$ cat src/sv/assert_macros.svh
// Assertion macros shared by the modular exponentiation RTL.
// Included by files that carry concurrent checks; depends on nothing else.
`ifndef ASSERT_MACROS_SVH
`define ASSERT_MACROS_SVH

// Clocked implication check, idle while reset is high.
`define ASSERT_CLK(lbl, clk, rst, prop, msg) \
  lbl: assert property (@(posedge clk) disable iff (rst) (prop)) else $error(msg);

// Condition that must never be seen at a clock edge outside reset.
`define ASSERT_NEVER(lbl, clk, rst, cond, msg) \
  lbl: assert property (@(posedge clk) disable iff (rst) !(cond)) else $error(msg);

`endif

$ cat src/sv/mexp_pkg.sv
// Package for the modular exponentiation unit: widths, types, FSM states.
// Used by mexp_mulmod, mexp_seq and modular_exponentiation_unit.
package mexp_pkg;

  localparam int MOD_BITS = 32;
  localparam int EXP_BITS = 32;
  localparam int MBIT_W   = (MOD_BITS > 1) ? $clog2(MOD_BITS) : 1;
  localparam int EBIT_W   = (EXP_BITS > 1) ? $clog2(EXP_BITS) : 1;

  typedef logic [MOD_BITS-1:0] mod_t;
  typedef logic [EXP_BITS-1:0] exp_t;
  typedef logic [MBIT_W-1:0]   mbit_t;
  typedef logic [EBIT_W-1:0]   ebit_t;

  // Request into the shared modular multiplier: x * y mod m
  typedef struct packed {
    logic start;
    mod_t x;
    mod_t y;
  } mul_req_t;

  // Response from the shared modular multiplier
  typedef struct packed {
    logic busy;
    logic done;
    mod_t prod;
  } mul_rsp_t;

  typedef enum logic [2:0] {
    ST_IDLE,
    ST_REDUCE,
    ST_SQUARE,
    ST_MULT,
    ST_DONE
  } seq_state_t;

endpackage

$ cat src/sv/mexp_mulmod.sv
// Bit-serial interleaved modular multiplier, one multiplier bit per cycle.
// Depends on mexp_pkg. A modulus of zero makes the product wrap at MOD_BITS.
module mexp_mulmod import mexp_pkg::*; (
  input  logic     clk,
  input  logic     rst,
  input  mod_t     modulus,
  input  mul_req_t req,
  output mul_rsp_t rsp
);

  logic                busy;
  logic                done;
  mod_t                acc;
  mod_t                acc_next;
  mod_t                xr;
  mod_t                yr;
  mbit_t               cnt;
  logic                m_zero;
  logic [MOD_BITS:0]   dbl;
  logic [MOD_BITS:0]   sum;
  mod_t                dbl_red;
  mod_t                sum_red;

  assign m_zero = (modulus == '0);

  // One step: acc = 2*acc mod m, then add x mod m when the bit is set
  always_comb begin
    dbl = {acc, 1'b0};
    if (m_zero || dbl < {1'b0, modulus}) begin
      dbl_red = dbl[MOD_BITS-1:0];
    end else begin
      dbl_red = MOD_BITS'(dbl - {1'b0, modulus});
    end
    sum = {1'b0, dbl_red} + {1'b0, xr};
    if (m_zero || sum < {1'b0, modulus}) begin
      sum_red = sum[MOD_BITS-1:0];
    end else begin
      sum_red = MOD_BITS'(sum - {1'b0, modulus});
    end
    acc_next = yr[cnt] ? sum_red : dbl_red;
  end

  // Control: busy flag and done pulse
  always_ff @(posedge clk) begin
    if (rst) begin
      busy <= 1'b0;
      done <= 1'b0;
    end else begin
      done <= 1'b0;
      if (req.start && !busy) begin
        busy <= 1'b1;
      end else if (busy && cnt == '0) begin
        busy <= 1'b0;
        done <= 1'b1;
      end
    end
  end

  // Datapath registers
  always_ff @(posedge clk) begin
    if (req.start && !busy) begin
      acc <= '0;
      xr  <= req.x;
      yr  <= req.y;
      cnt <= mbit_t'(MOD_BITS - 1);
    end else if (busy) begin
      acc <= acc_next;
      if (cnt != '0) begin
        cnt <= cnt - mbit_t'(1);
      end
    end
  end

  assign rsp.busy = busy;
  assign rsp.done = done;
  assign rsp.prod = acc;

endmodule

$ cat src/sv/mexp_seq.sv
// Square-and-multiply sequencer driving the shared modular multiplier.
// Depends on mexp_pkg; pairs with mexp_mulmod.
module mexp_seq import mexp_pkg::*; (
  input  logic     clk,
  input  logic     rst,
  input  mod_t     modulus,
  input  logic     in_valid,
  input  mod_t     base,
  input  exp_t     exponent,
  output logic     in_stall,
  output logic     res_valid,
  output mod_t     res_value,
  input  logic     res_ready,
  output mul_req_t mul_req,
  input  mul_rsp_t mul_rsp
);

  seq_state_t state;
  seq_state_t state_next;
  logic       launch;
  logic       launch_next;
  mod_t       base_r;
  exp_t       exp_r;
  ebit_t      ebit;
  mod_t       acc;
  logic       accept;

  assign accept = in_valid && !in_stall;

  // Next state
  always_comb begin
    state_next  = state;
    launch_next = 1'b0;
    unique case (state)
      ST_IDLE: begin
        if (in_valid) begin
          if (exponent == '0) begin
            state_next = ST_DONE;
          end else begin
            state_next  = ST_REDUCE;
            launch_next = 1'b1;
          end
        end
      end
      ST_REDUCE: begin
        if (mul_rsp.done) begin
          state_next  = ST_SQUARE;
          launch_next = 1'b1;
        end
      end
      ST_SQUARE: begin
        if (mul_rsp.done) begin
          if (exp_r[ebit]) begin
            state_next  = ST_MULT;
            launch_next = 1'b1;
          end else if (ebit == '0) begin
            state_next = ST_DONE;
          end else begin
            launch_next = 1'b1;
          end
        end
      end
      ST_MULT: begin
        if (mul_rsp.done) begin
          if (ebit == '0) begin
            state_next = ST_DONE;
          end else begin
            state_next  = ST_SQUARE;
            launch_next = 1'b1;
          end
        end
      end
      ST_DONE: begin
        if (res_ready) begin
          state_next = ST_IDLE;
        end
      end
      default: state_next = ST_IDLE;
    endcase
  end

  // Outputs
  always_comb begin
    in_stall      = (state != ST_IDLE);
    res_valid     = (state == ST_DONE);
    res_value     = acc;
    mul_req.start = launch;
    unique case (state)
      ST_REDUCE: begin
        mul_req.x = mod_t'(1);
        mul_req.y = base_r;
      end
      ST_SQUARE: begin
        mul_req.x = acc;
        mul_req.y = acc;
      end
      default: begin
        mul_req.x = acc;
        mul_req.y = base_r;
      end
    endcase
  end

  always_ff @(posedge clk) begin
    if (rst) begin
      state  <= ST_IDLE;
      launch <= 1'b0;
    end else begin
      state  <= state_next;
      launch <= launch_next;
    end
  end

  // Operand and accumulator registers
  always_ff @(posedge clk) begin
    if (accept) begin
      base_r <= base;
      exp_r  <= exponent;
      acc    <= mod_t'(1);
    end else if (mul_rsp.done) begin
      unique case (state)
        ST_REDUCE: begin
          base_r <= mul_rsp.prod;
          acc    <= (modulus == mod_t'(1)) ? '0 : mod_t'(1);
          ebit   <= ebit_t'(EXP_BITS - 1);
        end
        ST_SQUARE: begin
          acc <= mul_rsp.prod;
          if (!exp_r[ebit] && ebit != '0) begin
            ebit <= ebit - ebit_t'(1);
          end
        end
        ST_MULT: begin
          acc <= mul_rsp.prod;
          if (ebit != '0) begin
            ebit <= ebit - ebit_t'(1);
          end
        end
        default: ;
      endcase
    end
  end

endmodule

$ cat src/sv/modular_exponentiation_unit.sv
// Top level of the modular exponentiation unit: config register, output register.
// Depends on mexp_pkg, mexp_seq, mexp_mulmod and assert_macros.svh.
//
// Computes base^exponent mod modulus by left-to-right square-and-multiply. One
// transaction at a time: in_stall stays high from acceptance until the result
// has moved into the output register. An exponent of zero returns 1. Otherwise
// the base is first reduced, then every exponent bit costs one squaring plus one
// multiply when set; each modular product runs through a single bit-serial
// multiplier at one bit per cycle. A modulus of zero gives the product wrapped
// at MOD_BITS; write the modulus only while the unit is idle.
`include "assert_macros.svh"

module modular_exponentiation_unit import mexp_pkg::*; (
  input  logic clk,
  input  logic rst,
  input  logic modulus_wr_en,
  input  mod_t modulus_wr_data,
  input  logic in_valid,
  output logic in_stall,
  input  mod_t base,
  input  exp_t exponent,
  output logic out_valid,
  input  logic out_stall,
  output mod_t result
);

  mod_t     modulus;
  mul_req_t mul_req;
  mul_rsp_t mul_rsp;
  logic     res_valid;
  mod_t     res_value;
  logic     res_ready;

  // Modulus register
  always_ff @(posedge clk) begin
    if (rst) begin
      modulus <= mod_t'(1);
    end else if (modulus_wr_en) begin
      modulus <= modulus_wr_data;
    end
  end

  mexp_seq u_seq (
    .clk       (clk),
    .rst       (rst),
    .modulus   (modulus),
    .in_valid  (in_valid),
    .base      (base),
    .exponent  (exponent),
    .in_stall  (in_stall),
    .res_valid (res_valid),
    .res_value (res_value),
    .res_ready (res_ready),
    .mul_req   (mul_req),
    .mul_rsp   (mul_rsp)
  );

  mexp_mulmod u_mulmod (
    .clk     (clk),
    .rst     (rst),
    .modulus (modulus),
    .req     (mul_req),
    .rsp     (mul_rsp)
  );

  // Output register decouples the sequencer from the result stall
  assign res_ready = !out_valid || !out_stall;

  always_ff @(posedge clk) begin
    if (rst) begin
      out_valid <= 1'b0;
    end else if (res_ready) begin
      out_valid <= res_valid;
    end
  end

  always_ff @(posedge clk) begin
    if (res_ready && res_valid) begin
      result <= res_value;
    end
  end

  // Checks
  `ASSERT_CLK(a_busy_after_accept, clk, rst, (in_valid && !in_stall) |=> in_stall, "accepted a second transaction while busy")
  `ASSERT_CLK(a_prod_reduced, clk, rst, (mul_rsp.done && modulus != '0) |-> (mul_rsp.prod < modulus), "modular product not reduced")
  `ASSERT_NEVER(a_start_when_busy, clk, rst, mul_req.start && mul_rsp.busy, "multiplier started while busy")
  `ASSERT_CLK(a_result_loaded, clk, rst, (res_valid && res_ready) |=> out_valid, "result not captured in output register")

endmodule
$ cat config.mk
export PLATFORM = sky130hd
export DESIGN_NAME = modular_exponentiation_unit
export DESIGN_NICKNAME = d
export VERILOG_FILES = /design/src/sv/mexp_pkg.sv /design/src/sv/mexp_mulmod.sv /design/src/sv/mexp_seq.sv /design/src/sv/modular_exponentiation_unit.sv
export VERILOG_INCLUDE_DIRS = /design/src /design/src/sv
export SDC_FILE = /design/constraint.sdc
export NUM_CORES = 1
export LEC_CHECK = 0
export BUFFER_PORTS_ARGS = -buffer_cell sky130_fd_sc_hd__buf_2
export CAP_MARGIN = 10
export CORE_UTILIZATION = 25
export DETAILED_ROUTE_END_ITERATION = 12
export GPL_ROUTABILITY_DRIVEN = 0
export SKIP_LAST_GASP = 1
export SLEW_MARGIN = 30
export SYNTH_ARGS = -nofsm -noshare
export SYNTH_HDL_FRONTEND = slang
export SYNTH_SLANG_ARGS = --single-unit
$ cat constraint.sdc
create_clock -name clk -period 13.4 [get_ports clk]
set_input_delay 0 -clock clk [delete_from_list [all_inputs] [get_ports clk]]
set_output_delay 0 -clock clk [all_outputs]
set_load 0.02 [all_outputs]
# Word level (Yosys, flattened, before mapping)
# Index checks and enable logic that the tools add are counted.
# W data, S select, Z words.
dict set report totals {
  regBits 273
  out_inout_bits 34
  wordCells 108
}
dict set report classes {
  addsub 5
  magnitude_cmp 4
  eq_ne 13
  mux 37
  bitwise 1
  reduce_logical 33
}
# op n
set ops {}
lappend ops {{$mux W32} 6}
lappend ops {{$pmux W64 S2} 1}
lappend ops {{$lt A33 B32 Y1} 2}
lappend ops {{$logic_not A32 Y1} 2}
lappend ops {{$pmux W32 S2} 1}
lappend ops {{$sub A32 B32 Y32} 2}
lappend ops {{$add A32 B32 Y33} 1}
lappend ops {{$eq A32 B1 Y1 const B} 1}
lappend ops {{$mux W3} 9}
lappend ops {{$pmux W3 S5} 1}
lappend ops {{$pmux W5 S3} 1}
lappend ops {{$mux W1} 13}
lappend ops {{$lt A5 B6 Y1 const B} 2}
lappend ops {{$ne A2 B1 Y1 const B} 6}
lappend ops {{$bmux W1 S5} 2}
lappend ops {{$logic_not A5 Y1} 2}
lappend ops {{$mux W5} 2}
lappend ops {{$reduce_bool A5 Y1} 2}
lappend ops {{$sub A5 B1 Y5 const B} 2}
lappend ops {{$reduce_bool A2 Y1} 4}
lappend ops {{$eq A3 B2 Y1 const B} 2}
lappend ops {{$reduce_and A2 Y1} 3}
lappend ops {{$reduce_and A6 Y1} 1}
lappend ops {{$reduce_bool A3 Y1} 2}
lappend ops {{12 further kinds} 23}

# Longest topological paths before layout
# Gate-level depths: netlist (run 1).
dict set report logic_depth {
  word_depth 8
  ltp_mapped 35
}

# Cells and area by module
# From an unflattened synthesis (run 1), not the netlist that was laid out.
dict set report hier_totals {
  hier_cells 1625
  hier_area_um2 16792.4
}
# mod instances cells_each area_each_um2 seq_area_each_um2
set by_module_without_submodules {}
lappend by_module_without_submodules {mexp_mulmod 1 1082 9601.7 2702.6}
lappend by_module_without_submodules {mexp_seq 1 402 5018.6 2792.7}
lappend by_module_without_submodules {modular_exponentiation_unit 1 141 2172.1 1621.6}

# Worst setup path before layout (run 1)
# No wires, ideal clock.
dict set report synth_timing {
  path_type {reg2reg}
  start {reg modulus[1]}
  end {reg u_mulmod.acc[11]}
  setup_ns 0.126
  arrival_ns 6.573
  required_time_ns 13.274
  slack_ns 6.700
  path_stages_with_launch 33
  n_path_buf 5
  period_less_slack_ns 6.700
  path_cell_list {dfxtp_1 inv_1 ha_1 nor2b_1 o31a_1 o311ai_1 a21oi_1 o211ai_2 inv_1 clkbuf_1 a21boi_0 inv_1 ha_1 clkbuf_1 a211oi_1 o21ai_0 a41oi_1 inv_1 o31ai_1 o21ai_0 xor2_1 ha_1 nand2_1 o21ai_0 nor2_1 a21oi_1 a41o_1 a31o_1 buf_6 buf_6 buf_2 mux2i_1 a21oi_1}
}
dict set report synth_via {
  elab_chain_cells 8
  elab_cells_between_ends 11
}
# item line_no
set synth_rtl {}
lappend synth_rtl {{start: declaration} modular_exponentiation_unit.sv:27} ;# mod_t modulus;
lappend synth_rtl {{start signal: assignment} modular_exponentiation_unit.sv:37} ;# modulus <= mod_t'(1);
lappend synth_rtl {{start signal: assignment} modular_exponentiation_unit.sv:39} ;# modulus <= modulus_wr_data;
lappend synth_rtl {{$lt A33 B32 Y1 or $logic_not A32 Y1 (tied branches)} {mexp_mulmod.sv:29, mexp_mulmod.sv:24}}
lappend synth_rtl {{$logic_or A1 B1 Y1} mexp_mulmod.sv:29} ;# if (m_zero || dbl < {1'b0, modulus}) begin
lappend synth_rtl {{$mux W32} mexp_mulmod.sv:29}
lappend synth_rtl {{$add A32 B32 Y33} mexp_mulmod.sv:34} ;# sum = {1'b0, dbl_red} + {1'b0, xr};
lappend synth_rtl {{$lt A33 B32 Y1} mexp_mulmod.sv:35} ;# if (m_zero || sum < {1'b0, modulus}) begin
lappend synth_rtl {{$logic_or A1 B1 Y1} mexp_mulmod.sv:35}
lappend synth_rtl {{$mux W32} mexp_mulmod.sv:35}
lappend synth_rtl {{$mux W32 (*)} mexp_mulmod.sv:40} ;# acc_next = yr[cnt] ? sum_red : dbl_red;
lappend synth_rtl {{end signal: assignment} mexp_mulmod.sv:67} ;# acc <= acc_next;
lappend synth_rtl {{end: declaration} mexp_mulmod.sv:13} ;# mod_t acc;
# Every way passes the cells marked *; elsewhere a longest branch is shown, timed or not.
# A chain may end at the register's enable or synchronous reset.

# Worst setup path in the final report (run 1)
dict set report layout_timing {
  start {reg modulus[1]}
  end {reg u_mulmod.acc[21]}
}
# Same word-level chain as after synthesis.

==> key figures, run 1 <==
GRT
  – Global-route wire length before repair: 76.6 mm
  – Busiest grt layer: met2
  – Met1 usage in global routing: 0.204
  – GRT overflow: 0
  – Met3 usage: 0.0172
  – Largest net degree at the start of global routing: 66
  – Vias in the first global route: 13,500
  – Total GRT Usage: 0.145
  – Initial antenna violation count: 1
  – Met2 Resource Use GR: 0.229

CTS
  – Clk pin slew, worst setup/hold paths: 0.06 ns
  – Worst-Skew Late Latency: 0.58 ns
  – H-tree levels: 1
  – CTS tree: done
  – CTS Buf Count: 30
  – CTS max path bufs: 3
  – Clock Tree Root: clkbuf_16
  – Clock Sinks: 273
  – Resize count post-CTS: 0

Die
  – I/O pin cnt: 135
  – Row count: 94
  – Die H: 260 µm
  – Die W: between 200 and 300 µm
  – Core Area: 65,600 µm²
  – Starting Density: 0.253
  – Die area: a little under 70,000 µm²

Detailed routing
  – Pre-Repair DR Iteration Count: 5
  – Antenna viol nets, final: 0
  – Vias: between 10,000 and 15,000
  – Wire per inst: about 19 µm
  – DRC viols: 0
  – Final wirelength: approximately 51 mm
  – DR iter-0 viols: just under 1,000
  – Drt via density: 5.03

Final layout
  – Number of inserted diodes: 0
  – Fin nets: 2,044
  – Final Util: 0.309
  – Layout fillers: 6,706
  – Share of post-route cells with drive strength above 1: 0.166
  – Area Overhead vs Synth: 22.2%

Critical path
  – Worst reg2reg path startpoint: modulus[1]$_SDFFE_PP0P_
  – Kind of critical path: register to register
  – Most frequent CP cell: inv_1
  – Crit-path max FO: 45
  – Worst setup SP type: register
  – CP required: ~14 ns
  – Crit path largest cell delay: ~0.66 ns
  – Critical path arrival: 9.02 ns
  – Slowest CP cell: o311ai_1
  – Setup slack, reg-to-reg: between 4 and 5 ns
  – CP startpoint: modulus[1]$_SDFFE_PP0P_
  – Critical Path End Type: register

Synthesis
  – Sequential element share of the synthesized area: 0.429
  – Largest cells by area after synthesis: edfxtp_1 (30%), dfxtp_1 (13%), ha_1 (7.3%)
  – Synth Area per Inst: 10.2 µm²
  – Mapped Cells: 1,628
  – Synth Cell Area: 16,600 µm²
  – Count leader, synth: edfxtp_1
  – Cell accounting for the most synthesized area: edfxtp_1
  – Yosys Warn Count: 0
  – Yosys top cell area share: 0.299
  – Ys async rst share: 0
  – Post-synth cell types: 82
  – Number of synthesized flops with an enable pin: 165
  – Synth Register Bits: 273
  – Commonest cells in the netlist: edfxtp_1 (165), nand2_1 (111), nor2_1 (109)
  – Net Count, Synth: 1,829
  – Primary FF master, synth: edfxtp_1

STA
  – Minimum clock period: 8.56 ns
  – Fmax: 117 MHz
  – Final worst path period share: 0.639
  – Min Hold Slack: between 0.03 and 0.04 ns
  – Setup tns final: 0 ns
  – RSZ-0062 raised after global routing: false
  – Slew HR: 0.367
  – Final hold violations: 0
  – Slew @ Worst Pin: 0.947 ns
  – Final setup violation count: 0
  – Clock skew: 0.0122 ns
  – Max Transition Viols Final: 0

Placement
  – Post-DP HPWL: 39.1 mm
  – I/O Buffers: about 130

Run
  – Max-cap violation count: 0

Outcome
  – Outcome: finished clean

Worst hold path
  – Hold Crit Start: rst
  – Hold crit path type: input pin to register
path summary, 6_finish.rpt:
| check | end | cells after the start |
|---|---|---|
| worst min register to register | u_seq.res_value[0]$_SDFFE_PP1P_ | 2 |
| worst min-delay path | modulus[14]$_SDFFE_PP0P_ | 2 |
| worst max register to register | u_mulmod.acc[21]$_SDFFE_PP0P_ | 29 |
| worst max-delay path | u_mulmod.acc[21]$_SDFFE_PP0P_ | 29 |
sequential cells by signal (all words and copies together) (netlist names):
signal           count
u_seq.base_r        32
u_mulmod.busy        1
u_seq.state          3
u_mulmod.cnt         5
u_mulmod.done        1
u_mulmod.acc        32
u_seq.launch         1
u_seq.res_value     32
u_seq.ebit           5
u_seq.exp_r         32
u_mulmod.yr         32
modulus             32
out_valid            1
result              32
u_mulmod.xr         32
layout by cell type, fill, tap and decap left out, drive strengths merged, types with 8 or more instances in the layout:
master       synthesis  final
edfxtp             165    165
buf                 15    148
nand2              111    111
nor2               109    109
dfxtp              108    108
a21oi              103    103
dlygate4sd3          0     98
inv                 97     98
ha                  97     97
o21ai               91     91
mux2                74     74
mux2i               64     64
xnor2               56     56
nor2b               42     42
a21o                41     41
clkbuf              48     38
a22o                33     33
nand3               30     30
o211ai              24     24
a211oi              22     22
nor3                21     21
xor2                20     20
and2                18     18
nand2b              17     17
nor4                17     17
o21a                16     16
nand4               16     16
a31oi               16     16
mux4                14     14
a211o               11     11
a221o               10     10
a22oi               10     10
clkinv               0     10
o31ai                8      8
worst max-delay path, delay by kind of cell, from the launching register on:
kind                     cells  cell delay (ns)
AND/OR/NAND/NOR              3             0.31
buffers and inverters        6             1.45
AO/OA/AOI/OAI               15             4.47
flip-flops                   1             0.42
XOR/XNOR                     1             0.24
multiplexers                 1             0.40
adder cells (fa/ha/maj)      3             1.11
layer usage:
| layer | vias to the layer above | wire length (µm) |
|---|---|---|
| met5 | - | 13 |
| met4 | 2 | 1410 |
| met3 | 89 | 3330 |
| met2 | 539 | 22100 |
| met1 | 6562 | 23700 |
| li1 | 6544 | - |
cells by family (layout without fill, tap and decap cells):
logic type | count (synthesis) | count (layout) | synth area share
compound gates | 454 | 454 | 0.187
xor+xnor | 76 | 76 | 0.0402
fa+ha+maj | 100 | 100 | 0.0768
buf+inv | 160 | 399 | 0.0380
flops | 273 | 273 | 0.429
mux | 152 | 152 | 0.108
simple gates | 413 | 413 | 0.121
stage by stage:
step	cells	setup slack, ns	instance area [µm²]
floorplan	1628	6.70	16600
global placement	2575	5.11	18200
detailed placement	2577	4.96	18300
CTS	2731	4.91	20300
global route	2731	4.06	20300
finish	2731	4.84	20300
repair_timing:
item,4_1_cts,5_1_grt
endpoints found under the hold margin,113,0
hold buffers,98,0
buffers inserted,0,0
area by class of cell:
| type | count | area (µm²) | area share |
|---|---|---|---|
| repair buffers | 246 | 1800 | 0.0887 |
| clock inverters | 18 | 210 | 0.0104 |
| multi-input cells | 1195 | 8870 | 0.438 |
| flip-flops and latches | 273 | 7120 | 0.351 |
| inverters | 97 | 364 | 0.0180 |
| clock buffers | 38 | 812 | 0.0401 |
| well taps | 864 | 1080 | 0.0534 |
Power of run 1 is left out: the tool's default activity adds up to more than one toggle a clock period on the data nets, which glitch-free logic cannot reach.
==> run 2, diff against run 1 <==
--- a/config.mk
+++ b/config.mk
@@ -6,6 +6,7 @@
 export SDC_FILE = /design/constraint.sdc
 export NUM_CORES = 1
 export LEC_CHECK = 0
+export ABC_AREA = 1
 export BUFFER_PORTS_ARGS = -buffer_cell sky130_fd_sc_hd__buf_2
 export CAP_MARGIN = 10
 export CORE_UTILIZATION = 25
==> constraint.sdc (replaced) <==
create_clock -name clk -period 7.9 [get_ports clk]
set_input_delay 0 -clock clk [delete_from_list [all_inputs] [get_ports clk]]
set_output_delay 0 -clock clk [all_outputs]
set_load 0.02 [all_outputs]
==> run 2 against run 1 <==
- clock skew rose by 0.0070 ns
- routed wire length rose by 26%
- via count rose by 28%
- synthesized area rose by 8.9%
- critical path type unchanged
- critical endpoint is now u_mulmod.acc[0]$_SDFFE_PP0P_
- largest cell class unchanged
==> key figures, run 2 <==
Outcome
  – Outcome: finished clean (unchanged)

Synthesis
  – Cell accounting for the most synthesized area: edfxtp_1 (unchanged)
  – Synth Register Bits: 273 (unchanged)
  – Sequential element share of the synthesized area: 0.394 (was 0.429)
  – Number of synthesized flops with an enable pin: 165 (unchanged)
  – Net Count, Synth: 2,634 (was 1,829)
  – Post-synth cell types: 52 (was 82)
  – Commonest cells in the netlist: nand2_1 (620), inv_1 (339), o21ai_0 (194) (was edfxtp_1 (165), nand2_1 (111), nor2_1 (109))
  – Largest cells by area after synthesis: edfxtp_1 (27%), nand2_1 (13%), dfxtp_1 (12%) (was edfxtp_1 (30%), dfxtp_1 (13%), ha_1 (7.3%))
  – Synth Cell Area: 18,000 µm² (was 16,600 µm²)
  – Synth Area per Inst: 7.42 µm² (was 10.2 µm²)
  – Primary FF master, synth: edfxtp_1 (unchanged)
  – Ys async rst share: 0 (unchanged)
  – Mapped Cells: 2,433 (was 1,628)
  – Yosys top cell area share: 0.275 (was 0.299)
  – Count leader, synth: nand2_1 (was edfxtp_1)
  – Yosys Warn Count: 0 (unchanged)

Final layout
  – Share of post-route cells with drive strength above 1: 0.0953 (was 0.166)
  – Most frequent cells in the layout: nand2_1 (620), inv_1 (338), o21ai_0 (194), nand3_1 (178), a21oi_1 (170) (was edfxtp_1 (165), buf_2 (134), nand2_1 (111), dfxtp_1 (108), nor2_1 (107))
  – Layout fillers: 7,712 (was 6,706)
  – Commonest non-fill, non-tap cell in the layout: nand2_1 (was edfxtp_1)
  – Fin nets: 2,851 (was 2,044)
  – Area Overhead vs Synth: 21.5% (was 22.2%)
  – Number of inserted diodes: 0 (unchanged)

GRT
  – Total GRT Usage: 0.167 (was 0.145)
  – Initial antenna violation count: 0 (was 1)
  – GRT overflow: 0 (unchanged)
  – Global-route wire length before repair: 95.0 mm (was 76.6 mm)
  – Vias in the first global route: 16,500 (was 13,500)
  – Largest net degree at the start of global routing: 65 (was 66)

Die
  – I/O pin cnt: 135 (unchanged)
  – Die area: 73,300 µm² (was 67,300 µm²)
  – Die W: 271 µm (was 260 µm)
  – Starting Density: 0.252 (was 0.253)
  – Row count: 98 (was 94)
  – Core Area: 71,500 µm² (was 65,600 µm²)
  – Die H: 271 µm (was 260 µm)

Detailed routing
  – Pre-Repair DR Iteration Count: 7 (was 5)
  – Final wirelength: 63.6 mm (was 50.5 mm)
  – Wire per inst: 17.5 µm (was 18.5 µm)
  – DR iter-0 viols: 1,646 (was 963)
  – Antenna viol nets, final: 0 (unchanged)
  – Vias: 17,600 (was 13,700)
  – Drt via density: 4.86 (was 5.03)
  – DRC viols: 0 (unchanged)

Critical path
  – Worst reg2reg path startpoint: modulus[24]$_SDFFE_PP0P_ (was modulus[1]$_SDFFE_PP0P_)
  – Setup slack, reg-to-reg: 0.71 ns (was 4.84 ns)
  – Worst reg2reg path endpoint: u_mulmod.acc[0]$_SDFFE_PP0P_ (was u_mulmod.acc[21]$_SDFFE_PP0P_)
  – Crit path largest cell delay: 0.48 ns (was 0.66 ns)
  – Critical Path End Type: register (unchanged)
  – Kind of critical path: register to register (unchanged)
  – Critical path arrival: 7.59 ns (was 9.02 ns)
  – Worst Reg-to-Reg Cells: 33 (was 29)
  – Worst setup SP type: register (unchanged)
  – Crit-path max FO: 32 (was 45)
  – CP required: 8.30 ns (was 13.87 ns)
  – Slowest CP cell: nand2_2 (was o311ai_1)

STA
  – Minimum clock period: 7.19 ns (was 8.56 ns)
  – RSZ-0062 raised after global routing: false (unchanged)
  – Setup tns final: 0 ns (unchanged)
  – Final setup violation count: 0 (unchanged)
  – Slew @ Worst Pin: 0.934 ns (was 0.947 ns)
  – Max Transition Viols Final: 0 (unchanged)
  – Clock skew: 0.0192 ns (was 0.0122 ns)
  – Slew HR: 0.377 (was 0.367)
  – Final hold violations: 0 (unchanged)
  – Fmax: 139 MHz (was 117 MHz)
  – Final worst path period share: 0.910 (was 0.639)

CTS
  – Resize count post-CTS: 0 (unchanged)
  – CTS Buf Count: 34 (was 30)
  – CTS max path bufs: 3 (unchanged)
  – H-tree levels: 2 (was 1)
  – Clock Tree Root: clkbuf_16 (unchanged)
  – CTS tree: done (unchanged)
  – Clock Sinks: 273 (unchanged)
  – Clk pin slew, worst setup/hold paths: 0.06 ns (about the same)
  – Worst-Skew Late Latency: 0.55 ns (was 0.58 ns)

Worst hold path
  – Hold Crit Start: modulus_wr_en (was rst)
  – Hold endpoint: modulus[1]$_SDFFE_PP0P_ (was modulus[14]$_SDFFE_PP0P_)
  – Worst hold stages: 4 (was 2)
  – Hold crit path type: input pin to register (unchanged)

Run
  – Max-cap violation count: 0 (unchanged)

Placement
  – I/O Buffers: 134 (unchanged)
  – Post-DP HPWL: 49.4 mm (was 39.1 mm)
[run 2: kinds of logic (layout without fill, tap and decap cells)]
family	after synthesis	after routing	share of synthesized area
flops	273	273	0.394
xor+xnor	63	63	0.0306
mux	4	4	0.00222
buf+inv	425	668	0.0930
compound gates	477	477	0.149
simple gates	1091	1091	0.260
fa+ha+maj	100	100	0.0706
[run 2: how the worst max path moves through the flow]
stage,start,to,slack [ns]
after global placement,modulus[24]$_SDFFE_PP0P_,u_mulmod.acc[20]$_SDFFE_PP0P_,0.86
after global routing,modulus[24]$_SDFFE_PP0P_,u_mulmod.acc[0]$_SDFFE_PP0P_,0.19
after CTS,modulus[24]$_SDFFE_PP0P_,u_mulmod.acc[0]$_SDFFE_PP0P_,0.83
after floorplan,modulus[27]$_SDFFE_PP0P_,u_mulmod.acc[0]$_SDFFE_PP0P_,2.80
final,modulus[24]$_SDFFE_PP0P_,u_mulmod.acc[0]$_SDFFE_PP0P_,0.71
after detailed placement,modulus[24]$_SDFFE_PP0P_,u_mulmod.acc[1]$_SDFFE_PP0P_,0.87
[run 2: what timing repair did]
item / CTS / global route
endpoints found under the setup margin: 0 / 0
setup buffers: 0 / 0
hold buffers: 106 / 0
endpoints found under the hold margin: 116 / 0
[run 2: area by class of cell]
| cell class | count | area, µm² | area share |
|---|---|---|---|
| clock buffers | 41 | 918 | 0.0419 |
| clock inverters | 21 | 248 | 0.0113 |
| multi-input cells | 1735 | 9290 | 0.424 |
| repair buffers | 257 | 1860 | 0.0848 |
| well taps | 950 | 1190 | 0.0542 |
| flip-flops and latches | 273 | 7120 | 0.324 |
| inverters | 349 | 1310 | 0.0597 |
[run 2: metal layers]
metal,GRT usage,vias up,wire length (µm)
met5,0,-,0
met1,0.230,8260,28200
met3,0.0277,89,5490
li1,-,8594,-
met4,0.0427,0,1430
met2,0.271,683,28400
[run 2: critical path: cells and delay by family (launching register included)]
family / cells / cell delay [ns]
AOI/OAI and AO/OA: 12 / 2.65
adders and majority gates: 3 / 0.96
DFF: 1 / 0.33
buffers and inverters: 5 / 0.93
and+or+nand+nor: 13 / 2.16
[run 2: stage by stage]
step | util | setup WS [ns] | instance area (µm²) | hold slack [ns] | instances
after global routing | 0.307 | 0.194 | 21900 | 0.175 | 3626
after global placement | 0.276 | 0.862 | 19700 | 0.198 | 3458
after CTS | 0.307 | 0.835 | 21900 | 0.116 | 3626
final | 0.307 | 0.710 | 21900 | 0.0749 | 3626
after detailed placement | 0.276 | 0.871 | 19700 | 0.194 | 3458
after floorplan | - | 2.80 | 18000 | 0.0691 | 2433
Power of run 2 is left out for the same reason.
